[config.mk]
export PLATFORM = sky130hd
export DESIGN_NAME = ir_pulse_width_bit_decoder_core
export DESIGN_NICKNAME = d
export VERILOG_FILES = /design/src/hdl/irpw_pkg.sv /design/src/hdl/ir_pulse_width_bit_decoder_core.sv /design/src/hdl/irpw_cfg_regs.sv /design/src/hdl/irpw_decoder.sv
export SDC_FILE = /design/constraint.sdc
export NUM_CORES = 1
export LEC_CHECK = 0
export BUFFER_PORTS_ARGS = -buffer_cell sky130_fd_sc_hd__buf_2
export CORE_ASPECT_RATIO = 0.75
export CORE_UTILIZATION = 30
export DETAILED_ROUTE_END_ITERATION = 16
export PLACE_DENSITY_LB_ADDON = 0.15
export SETUP_SLACK_MARGIN = 0.05
export SLEW_MARGIN = 20
export SYNTH_ARGS = -nofsm -noshare
export SYNTH_HDL_FRONTEND = slang
export SYNTH_SLANG_ARGS = --single-unit
[constraint.sdc]
create_clock -name clk_i -period 10.4 [get_ports clk_i]
set_input_delay 1.56 -clock clk_i [delete_from_list [all_inputs] [get_ports clk_i]]
set_output_delay 1.56 -clock clk_i [all_outputs]
set_load 0.01 [all_outputs]
[src/hdl/irpw_pkg.sv]
// ---------------------------------------------------------------------------
// irpw_pkg: shared types and constants for the ir pulse width bit decoder
// Timer and message sizes, register indexes, decoder phases, result item.
// ---------------------------------------------------------------------------
`timescale 1ns / 1ps
`default_nettype none

package irpw_pkg;

  // sizes
  localparam int unsigned TIMER_BITS   = 16;
  localparam int unsigned MESSAGE_BITS = 8;
  localparam int unsigned IDX_W        = (MESSAGE_BITS > 1) ? $clog2(MESSAGE_BITS) : 1;
  localparam int unsigned CNT_W        = $clog2(MESSAGE_BITS + 1);
  localparam int unsigned CFG_W        = 16;
  localparam int unsigned CFG_IDX_W    = 3;

  // register reset values
  localparam logic [CFG_W-1:0] SHORT_MIN_RST = CFG_W'(500);
  localparam logic [CFG_W-1:0] SHORT_MAX_RST = CFG_W'(1500);
  localparam logic [CFG_W-1:0] LONG_MIN_RST  = CFG_W'(1500);
  localparam logic [CFG_W-1:0] LONG_MAX_RST  = CFG_W'(2500);
  localparam logic [CFG_W-1:0] BREAK_MIN_RST = CFG_W'(2500);

  // register indexes
  typedef enum logic [CFG_IDX_W-1:0] {
    REG_SHORT_MIN = 3'd0,
    REG_SHORT_MAX = 3'd1,
    REG_LONG_MIN  = 3'd2,
    REG_LONG_MAX  = 3'd3,
    REG_BREAK_MIN = 3'd4
  } reg_idx_e;

  // decoder phases
  typedef enum logic [2:0] {
    PH_IDLE  = 3'd0,
    PH_MID1  = 3'd1,
    PH_SHRT1 = 3'd2,
    PH_MID0  = 3'd3,
    PH_SHRT0 = 3'd4
  } phase_e;

  // threshold set
  typedef struct packed {
    logic [CFG_W-1:0] short_min;
    logic [CFG_W-1:0] short_max;
    logic [CFG_W-1:0] long_min;
    logic [CFG_W-1:0] long_max;
    logic [CFG_W-1:0] break_min;
  } thresh_t;

  // one result item
  typedef struct packed {
    logic [TIMER_BITS-1:0]   gap;
    logic [2:0]              decode_phase;
    logic                    armed_flag;
    logic                    bit_valid;
    logic                    bit_value;
    logic [IDX_W-1:0]        bit_index;
    logic                    abort_flag;
    logic [MESSAGE_BITS-1:0] message_word;
  } result_t;

endpackage

`default_nettype wire

[src/hdl/ir_pulse_width_bit_decoder_core.sv]
// ---------------------------------------------------------------------------
// ir_pulse_width_bit_decoder_core: manchester pulse width decoder top level
// Turns edge timestamps into gaps, phases and decoded message bits.
// ---------------------------------------------------------------------------
// Usage:
//   Input channel: in_valid_i / in_stall_o carry one edge timestamp per item.
//   Output channel: out_valid_o / out_stall_i carry exactly one result item
//   per input item: gap, phase, armed, decoded bit, abort and message word.
//   Thresholds are written through cfg_we_i / cfg_index_i / cfg_data_i
//   while no item is in flight.
//   An accepted item passes the input register, then the decode logic into
//   the result register, which drives the outputs.
//   Throughput: 1 item per cycle while out_stall_i is low; the decoder state
//   is updated by a single subtract, compare and phase step per item.
//   Reset clears the pipeline valids, restores the default thresholds and
//   puts the decoder in idle with the next edge treated as the first one.
//   When the receiver stalls, the result register holds; the input register
//   still takes one more item, then in_stall_o rises until the result moves.
// ---------------------------------------------------------------------------
`timescale 1ns / 1ps
`default_nettype none

module ir_pulse_width_bit_decoder_core
  import irpw_pkg::*;
(
  input  wire logic                    clk_i,
  input  wire logic                    rst_ni,
  // input items
  input  wire logic                    in_valid_i,
  output logic                         in_stall_o,
  input  wire logic [TIMER_BITS-1:0]   edge_time_i,
  // result items
  output logic                         out_valid_o,
  input  wire logic                    out_stall_i,
  output logic [TIMER_BITS-1:0]        gap_o,
  output logic [2:0]                   decode_phase_o,
  output logic                         armed_flag_o,
  output logic                         bit_valid_o,
  output logic                         bit_value_o,
  output logic [IDX_W-1:0]             bit_index_o,
  output logic                         abort_flag_o,
  output logic [MESSAGE_BITS-1:0]      message_word_o,
  // configuration
  input  wire logic                    cfg_we_i,
  input  wire logic [CFG_IDX_W-1:0]    cfg_index_i,
  input  wire logic [CFG_W-1:0]        cfg_data_i
);

  thresh_t               thresh;
  result_t               result;
  logic                  in_vld_q;
  logic [TIMER_BITS-1:0] in_time_q;
  logic                  out_vld_q;
  result_t               out_q;
  logic                  out_ready;
  logic                  fire;
  logic                  in_take;

  // handshake
  assign out_ready  = !out_vld_q || !out_stall_i;
  assign fire       = in_vld_q && out_ready;
  assign in_stall_o = in_vld_q && !out_ready;
  assign in_take    = in_valid_i && !in_stall_o;

  // threshold registers
  irpw_cfg_regs u_cfg (
    .clk_i       (clk_i),
    .rst_ni      (rst_ni),
    .cfg_we_i    (cfg_we_i),
    .cfg_index_i (cfg_index_i),
    .cfg_data_i  (cfg_data_i),
    .thresh_o    (thresh)
  );

  // input register
  always_ff @(posedge clk_i or negedge rst_ni) begin
    if (!rst_ni) begin
      in_vld_q <= 1'b0;
    end else if (in_take) begin
      in_vld_q <= 1'b1;
    end else if (fire) begin
      in_vld_q <= 1'b0;
    end
  end

  always_ff @(posedge clk_i) begin
    if (in_take) begin
      in_time_q <= edge_time_i;
    end
  end

  // decode logic and state
  irpw_decoder u_dec (
    .clk_i       (clk_i),
    .rst_ni      (rst_ni),
    .fire_i      (fire),
    .edge_time_i (in_time_q),
    .thresh_i    (thresh),
    .result_o    (result)
  );

  // result register
  always_ff @(posedge clk_i or negedge rst_ni) begin
    if (!rst_ni) begin
      out_vld_q <= 1'b0;
    end else if (out_ready) begin
      out_vld_q <= fire;
    end
  end

  always_ff @(posedge clk_i) begin
    if (fire) begin
      out_q <= result;
    end
  end

  assign out_valid_o    = out_vld_q;
  assign gap_o          = out_q.gap;
  assign decode_phase_o = out_q.decode_phase;
  assign armed_flag_o   = out_q.armed_flag;
  assign bit_valid_o    = out_q.bit_valid;
  assign bit_value_o    = out_q.bit_value;
  assign bit_index_o    = out_q.bit_index;
  assign abort_flag_o   = out_q.abort_flag;
  assign message_word_o = out_q.message_word;

endmodule

`default_nettype wire

[src/hdl/irpw_cfg_regs.sv]
// ---------------------------------------------------------------------------
// irpw_cfg_regs: threshold register file
// Five 16-bit thresholds written through a plain write port.
// ---------------------------------------------------------------------------
`timescale 1ns / 1ps
`default_nettype none

module irpw_cfg_regs
  import irpw_pkg::*;
(
  input  wire logic                 clk_i,
  input  wire logic                 rst_ni,
  input  wire logic                 cfg_we_i,
  input  wire logic [CFG_IDX_W-1:0] cfg_index_i,
  input  wire logic [CFG_W-1:0]     cfg_data_i,
  output thresh_t                   thresh_o
);

  thresh_t thresh_q;

  // register writes, unknown indexes ignored
  always_ff @(posedge clk_i or negedge rst_ni) begin
    if (!rst_ni) begin
      thresh_q.short_min <= SHORT_MIN_RST;
      thresh_q.short_max <= SHORT_MAX_RST;
      thresh_q.long_min  <= LONG_MIN_RST;
      thresh_q.long_max  <= LONG_MAX_RST;
      thresh_q.break_min <= BREAK_MIN_RST;
    end else if (cfg_we_i) begin
      case (reg_idx_e'(cfg_index_i))
        REG_SHORT_MIN: thresh_q.short_min <= cfg_data_i;
        REG_SHORT_MAX: thresh_q.short_max <= cfg_data_i;
        REG_LONG_MIN:  thresh_q.long_min  <= cfg_data_i;
        REG_LONG_MAX:  thresh_q.long_max  <= cfg_data_i;
        REG_BREAK_MIN: thresh_q.break_min <= cfg_data_i;
        default: ;
      endcase
    end
  end

  assign thresh_o = thresh_q;

endmodule

`default_nettype wire

[src/hdl/irpw_decoder.sv]
// ---------------------------------------------------------------------------
// irpw_decoder: gap measurement and manchester phase machine
// Holds the decoder state; computes one result per item combinationally
// and commits the new state when the item moves on.
// ---------------------------------------------------------------------------
`timescale 1ns / 1ps
`default_nettype none

module irpw_decoder
  import irpw_pkg::*;
(
  input  wire logic                  clk_i,
  input  wire logic                  rst_ni,
  input  wire logic                  fire_i,
  input  wire logic [TIMER_BITS-1:0] edge_time_i,
  input  wire thresh_t               thresh_i,
  output result_t                    result_o
);

  logic                    first_q, first_d;
  logic [TIMER_BITS-1:0]   last_q;
  phase_e                  phase_q, phase_d;
  logic [CNT_W-1:0]        count_q, count_d;
  logic                    armed_q, armed_d;
  logic [MESSAGE_BITS-1:0] msg_q, msg_d;

  logic [TIMER_BITS-1:0]   gap;
  logic                    is_short, is_long;
  logic                    want_bit, bit_val, full;
  logic                    valid, aborted;

  // gap and pulse classification
  assign gap      = first_q ? '0 : TIMER_BITS'(edge_time_i - last_q);
  assign is_short = (gap > thresh_i.short_min) && (gap < thresh_i.short_max);
  assign is_long  = (gap > thresh_i.long_min) && (gap < thresh_i.long_max);
  assign full     = (count_q >= CNT_W'(MESSAGE_BITS));

  // phase machine next state
  always_comb begin
    phase_d  = phase_q;
    want_bit = 1'b0;
    bit_val  = 1'b0;
    aborted  = 1'b0;
    if (armed_q) begin
      case (phase_q)
        PH_MID1: begin
          if (is_short || is_long) begin
            phase_d  = is_short ? PH_SHRT1 : PH_MID0;
            want_bit = 1'b1;
            bit_val  = 1'b1;
          end
        end
        PH_SHRT1: begin
          if (is_short) begin
            phase_d = PH_MID1;
          end else begin
            aborted = 1'b1;
          end
        end
        PH_MID0: begin
          if (is_short || is_long) begin
            phase_d  = is_short ? PH_SHRT0 : PH_MID1;
            want_bit = 1'b1;
          end else begin
            aborted = 1'b1;
          end
        end
        PH_SHRT0: begin
          if (is_short) begin
            phase_d = PH_MID0;
          end else begin
            aborted = 1'b1;
          end
        end
        default: begin
          phase_d = is_short ? PH_MID1 : PH_IDLE;
        end
      endcase
      // a bit past the end of the message aborts
      if (want_bit && full) begin
        aborted = 1'b1;
      end
    end
    if (aborted) begin
      phase_d = PH_IDLE;
    end
  end

  // bit storage and arming
  assign valid = want_bit && !full;

  always_comb begin
    first_d = 1'b0;
    msg_d   = msg_q;
    count_d = count_q;
    armed_d = armed_q;
    if (valid) begin
      msg_d[count_q[IDX_W-1:0]] = bit_val;
      count_d = count_q + CNT_W'(1);
    end
    if (aborted) begin
      count_d = '0;
      armed_d = 1'b0;
    end
    if (gap > thresh_i.break_min) begin
      armed_d = 1'b1;
    end
  end

  // state commit
  always_ff @(posedge clk_i or negedge rst_ni) begin
    if (!rst_ni) begin
      first_q <= 1'b1;
      last_q  <= '0;
      phase_q <= PH_IDLE;
      count_q <= '0;
      armed_q <= 1'b0;
      msg_q   <= '0;
    end else if (fire_i) begin
      first_q <= first_d;
      last_q  <= edge_time_i;
      phase_q <= phase_d;
      count_q <= count_d;
      armed_q <= armed_d;
      msg_q   <= msg_d;
    end
  end

  // result item
  always_comb begin
    result_o.gap          = gap;
    result_o.decode_phase = phase_d;
    result_o.armed_flag   = armed_d;
    result_o.bit_valid    = valid;
    result_o.bit_value    = valid & bit_val;
    result_o.bit_index    = valid ? count_q[IDX_W-1:0] : '0;
    result_o.abort_flag   = aborted;
    result_o.message_word = msg_d;
  end

endmodule

`default_nettype wire

* Word-level counts from Yosys, hierarchy flattened
Cells that the tools add are included.
Widths: inputs -> output; s select.
** Operators by class
- Muxes and demuxes :: 32
- Equality and inequality tests :: 8
- $add $sub $neg :: 2
- $lt $le $gt $ge :: 8
- Bitwise operators :: 1
- Reduce and logical (&&, ||, !) cells :: 26
** Operator list (number)
- $gt 16x16->1 :: 3
- $lt 16x16->1 :: 2
- $mux 3 :: 7
- $mux 1 :: 17
- $mux 16 :: 1
- $sub 16x16->16 :: 1
- $eq 3x2->1 const B :: 4
- $pmux 3 s4 :: 1
- $reduce_and 2->1 :: 6
- $bwmux 8 :: 1
- $logic_and 1x1->1 :: 8
- $mux 4 :: 2
- $mux 8 :: 1
- $eq 3x1->1 const B :: 2
- $eq 3x3->1 const B :: 2
- $logic_not 1->1 :: 5
- $add 4x1->4 const B :: 1
- $ge 4x4->1 const B :: 1
- $lt 3x4->1 const B :: 1
- $reduce_bool 2->1 :: 2
- $reduce_or 2->1 :: 2
- $demux 1 s3 :: 1
- $ge 3x1->1 const B :: 1
- $logic_not 3->1 :: 1
- 3 further kinds :: 4
** Storage, ports and cells
- Word-level logic and storage cells :: 99
- Flip-flop bits (word level) :: 165
- Output and inout port bits :: 36
- Input port bits :: 40

* Longest topological paths before layout
- Depth after elaboration :: 13
- Depth in mapped cells :: 21
- Mapped depth without buffers :: 20

* Hierarchy
From an unflattened synthesis, not the netlist that was laid out.
** Unflattened totals
- Cells, all modules :: 822
- Area total of the unflattened synthesis :: 9525.4 µm²
** By module, submodules not included
- irpw_decoder :: cells each 591, instances 1, area an instance 4843.4 µm²
- irpw_cfg_regs :: cells each 173, instances 1, area an instance 3088.0 µm²
- ir_pulse_width_bit_decoder_core :: cells each 58, instances 1, area an instance 1594.0 µm²

* Worst setup path before layout
No wires, ideal clock.
- Path type :: flip-flop to flip-flop
- From :: reg in_time_q[1]
- To :: reg u_dec.msg_q[2]
- Library setup time :: 0.128 ns
- Cell stages (with the launch flop) :: 20
- Path slack :: 5.340 ns
- Required time :: 10.272 ns
- Clock period less this slack :: 5.060 ns
- Arrival :: 4.932 ns
- Cells stage by stage :: edfxtp_1 > ha_1 > nor2b_1 > o31a_1 > o211ai_1 > a21oi_1 > o31ai_1 > o21ai_0 > nand3_1 > nand3_1 > ha_1 > nand4_1 > or4_1 > a21o_1 > a31o_1 > o32a_2 > or4_4 > buf_6 > nor3b_2 > mux2_1
** RTL lines
- start: declaration :: RTL line ir_pulse_width_bit_decoder_core.sv:52 : logic [TIMER_BITS-1:0] in_time_q;
- start signal: assignment :: RTL line ir_pulse_width_bit_decoder_core.sv:88 : in_time_q <= edge_time_i;
- end signal: assignment :: RTL line irpw_decoder.sv:125 : msg_q <= msg_d;
- end: declaration :: RTL line irpw_decoder.sv:25 : logic [MESSAGE_BITS-1:0] msg_q, msg_d;

==> results.json <==
{
  "tightest_slew_ns": 0.890,
  "synth_mux_area_frac": 0.0467,
  "reg2reg_from": "in_time_q[1]$_DFFE_PP_",
  "postSynthAreaPerCell_sq_um": 10.3,
  "tritoncts": "done",
  "synth-edff-count": 50,
  "synth_compound_area_frac": 0.128,
  "io_buffers": 75,
  "wl_microns": 22600,
  "synth_area_leader_cell": "dfrtp_1",
  "vias": 6353,
  "crit_arrival_ns": 5.94,
  "layout_common_cells": "nand2_1 (113), inv_1 (106), o21ai_0 (95)",
  "antenna_found_initial": 0,
  "grt.overflow.total": 0,
  "final_common_cell": "nand2_1",
  "p_leak_nw": 4.67,
  "p_sw_frac": 0.367,
  "cts_resized": 0,
  "grtUsageTotal": 0.157,
  "cp-end-kind": "flip-flop",
  "hold_path_depth": 1,
  "place_ws_ns": 4.33,
  "yosys.area.top_type_share": 0.236,
  "syn_inst": 865,
  "wl_per_cell_microns": 16.7,
  "vdd_ir_drop_max_mv": 0.127,
  "synth-xor-area-share": 0.0118,
  "min_to": "u_dec.msg_q[2]$_DFFE_PN0P_",
  "synth_top_family_by_area": "adder cells",
  "rsz0062_at_grt": "false",
  "status": "finished clean",
  "max-slew-margin-rel": 0.406,
  "slew_violations": 0,
  "p_int_mw": 1.67,
  "n_antenna_cell": 0,
  "die-area_sq_um": 30400,
  "start_util": 0.306,
  "root_buffer": "clkbuf_16",
  "power.total_mw": 2.63,
  "postPlaceCellArea_sq_um": 9770,
  "setup_tns_ns": 0,
  "core_area_sq_um": 29100,
  "p_seq_frac": 0.347,
  "fmax_mhz": 174,
  "synth.area.top_cells": "dfrtp_1 (24%), edfxtp_1 (17%), ha_1 (13%), dfstp_2 (9.2%), o21ai_0 (5.3%)",
  "setup_slack_ns": 4.65,
  "worstRegToRegCells": 18,
  "synthDistinctLibCells": 60,
  "hp-class": "flip-flop to flip-flop",
  "place_congestion": 0.849,
  "synthFlopType": "dfrtp_1",
  "synth_seq_cells": 165,
  "netSwitchingPower_mw": 0.964,
  "grt_pass1_vias": 6057,
  "power_frac_clock": 0.263,
  "drcViolationCount": 0,
  "io_pins": 76,
  "postCtsHoldBufs": 0,
  "worstSkewPairLatency_ns": 0.43,
  "htree_levels": 4,
  "dp_hpwl_microns": 16200,
  "syn_nets": 1000,
  "cts.clk_slew.worst_paths_ns": 0.06,
  "drt_first_pass_iters": 5,
  "die_h_microns": 151,
  "critical_path_class": "flip-flop to flip-flop",
  "fin_crit_sh": 0.553,
  "drive_gt1_frac": 0.208,
  "numCtsBuffers": 17,
  "yosys_warnings": 0,
  "grt_max_degree": 71,
  "hold_viol_final": 0,
  "min_from": "u_dec.msg_q[2]$_DFFE_PN0P_",
  "synth-adder-area-share": 0.134,
  "cellPowerDensity_nw_per_um2": 252,
  "drtAntennaViolNets": 0,
  "ctsLongestPathBuffers": 2,
  "setup_violations": 0,
  "multi_input_area_sq_um": 3980,
  "max_cap_viol_count": 0,
  "async_flop_share": 0.697,
  "drtIter0Drc": 387,
  "seq_area_frac_synth": 0.497,
  "worstSetupStartpointType": "flip-flop",
  "post_cts_buffers": 0,
  "rows": 54,
  "clock-sinks": 165,
  "n_fill_cell": 2905,
  "p_comb_frac": 0.390,
  "grt_pass1_wl_microns": 35600,
  "via_per_inst": 4.70,
  "rr_endpoint": "message_word_o[0]$_DFFE_PP_",
  "syn_to_final_growth_pct": 17.1,
  "fin_area_sq_um": 10400,
  "fin_worst_skew_ns": 0.00869,
  "required_ns": 10.58,
  "fin_hold_ws_ns": 0.487,
  "die_w_microns": 201,
  "r2r_setup_slack_ns": 4.65,
  "nets": 1082,
  "synth_area_sq_um": 8900,
  "seqCellArea_sq_um": 4420,
  "yosys.area_share.simple": 0.124,
  "crit_path_max_fanout": 11,
  "min_period_ns": 5.75
}
-- Yosys cell counts (2+ instances only) --
cell type and number:
a21o_1 11, nor4_2 2, nor2_1 33, and4_1 2, o21a_1 8, or2_2 4
a211oi_1 10, ha_1 94, o21ai_0 95, nor3_2 2, nand3_1 7, nor2b_1 9
dfrtp_1 84, inv_1 106, mux2_1 4, clkbuf_1 20, mux2_2 32, and3_1 5
xor2_1 5, o22ai_1 5, nor3_1 14, a2bb2oi_1 2, nand2_1 113, and2_1 5
or3_1 3, o31a_1 2, edfxtp_1 50, o31ai_1 2, buf_6 2, nand4_1 13
o211ai_1 4, dfstp_2 31, or4_1 2, nor3b_1 2, xnor2_1 7, a31oi_1 5
nor4_1 5, o32ai_1 2, a211o_1 2, buf_2 3, nand2b_1 5, a21oi_1 35
-- routing by layer --
layer / global-route usage / up-vias / share of wire
met4: 0.0443 / 0 / 0.010
met2: 0.218 / 120 / 0.40
met5: 0 / - / 0
li1: - / 3189 / -
met1: 0.240 / 3029 / 0.55
met3: 0.0342 / 15 / 0.040
-- power by group through the flow --
stage | clock, mW | combinational (mW) | sequential [mW]
finish | 0.691 | 1.03 | 0.911
global route | 0.731 | 1.17 | 0.927
CTS | 0.712 | 1.03 | 0.911
detailed placement | 0 | 1.02 | 0.922
global placement | 0 | 1.02 | 0.922
floorplan | 0 | 0.688 | 0.914
-- stage by stage --
stage,instances,util
4_1_cts,1352,0.358
2_1_floorplan,865,-
5_1_grt,1352,0.358
3_5_place_dp,1320,0.336
6_report,1352,0.358
3_3_place_gp,1320,0.335
-- final cells by class --
cell class	instances	share of cell area
repair buffers	89	0.0463
inverters	107	0.0385
well taps	392	0.0471
clock buffers	27	0.0544
clock inverters	5	0.00744
flip-flops and latches	165	0.424
multi-input cells	567	0.382
-- worst max-delay path, cell delays in order (launching register included) --
cell and delay (ns):
edfxtp_1 0.41, ha_1 0.30, nor2b_1 0.14, o31a_1 0.27, o211ai_1 0.23, a21oi_1 0.14, o31ai_1 0.38, o21ai_0 0.26
nand3_1 0.14, nand3_1 0.22, ha_1 0.40, nand4_1 0.15, or4_1 0.57, a21o_1 0.17, a31o_1 0.23, o32a_2 0.28
nor3_2 0.59, and3_1 0.28, mux2_2 0.33
-- worst max path at each step --
stage	start	to	slack [ns]	depth (start not counted)
6_report	in_time_q[1]$_DFFE_PP_	message_word_o[0]$_DFFE_PP_	4.65	18
5_1_grt	in_time_q[1]$_DFFE_PP_	message_word_o[0]$_DFFE_PP_	4.22	18
4_1_cts	in_time_q[1]$_DFFE_PP_	message_word_o[0]$_DFFE_PP_	4.31	18
3_5_place_dp	in_time_q[1]$_DFFE_PP_	message_word_o[0]$_DFFE_PP_	4.33	18
3_3_place_gp	in_time_q[1]$_DFFE_PP_	message_word_o[2]$_DFFE_PP_	4.40	18
2_1_floorplan	in_time_q[1]$_DFFE_PP_	u_dec.msg_q[2]$_DFFE_PN0P_	5.34	19
-- cells by family (layout without fill, tap and decap cells) --
| kind of cell | Yosys count | in the layout |
|---|---|---|
| muxes | 37 | 37 |
| xor gates and xnor gates | 12 | 12 |
| and+or+nand+nor | 230 | 230 |
| DFF | 165 | 165 |
| buffers and inverters | 133 | 228 |
| adders and majority gates | 95 | 95 |
| AOI/OAI and AO/OA | 193 | 193 |
-- state kept, by name, summed over array words and instances (netlist names) --
register,cells
out_valid_o,1
armed_flag_o,1
bit_valid_o,1
u_dec.armed_q,1
abort_flag_o,1
u_dec.msg_q,8
in_time_q,16
message_word_o,8
u_dec.phase_q,3
u_dec.last_q,16
bit_index_o,3
bit_value_o,1
u_dec.count_q,4
u_cfg.thresh_o,80
gap_o,16
decode_phase_o,3
in_vld_q,1
u_dec.first_q,1
Power figures use the tool's default switching activity.
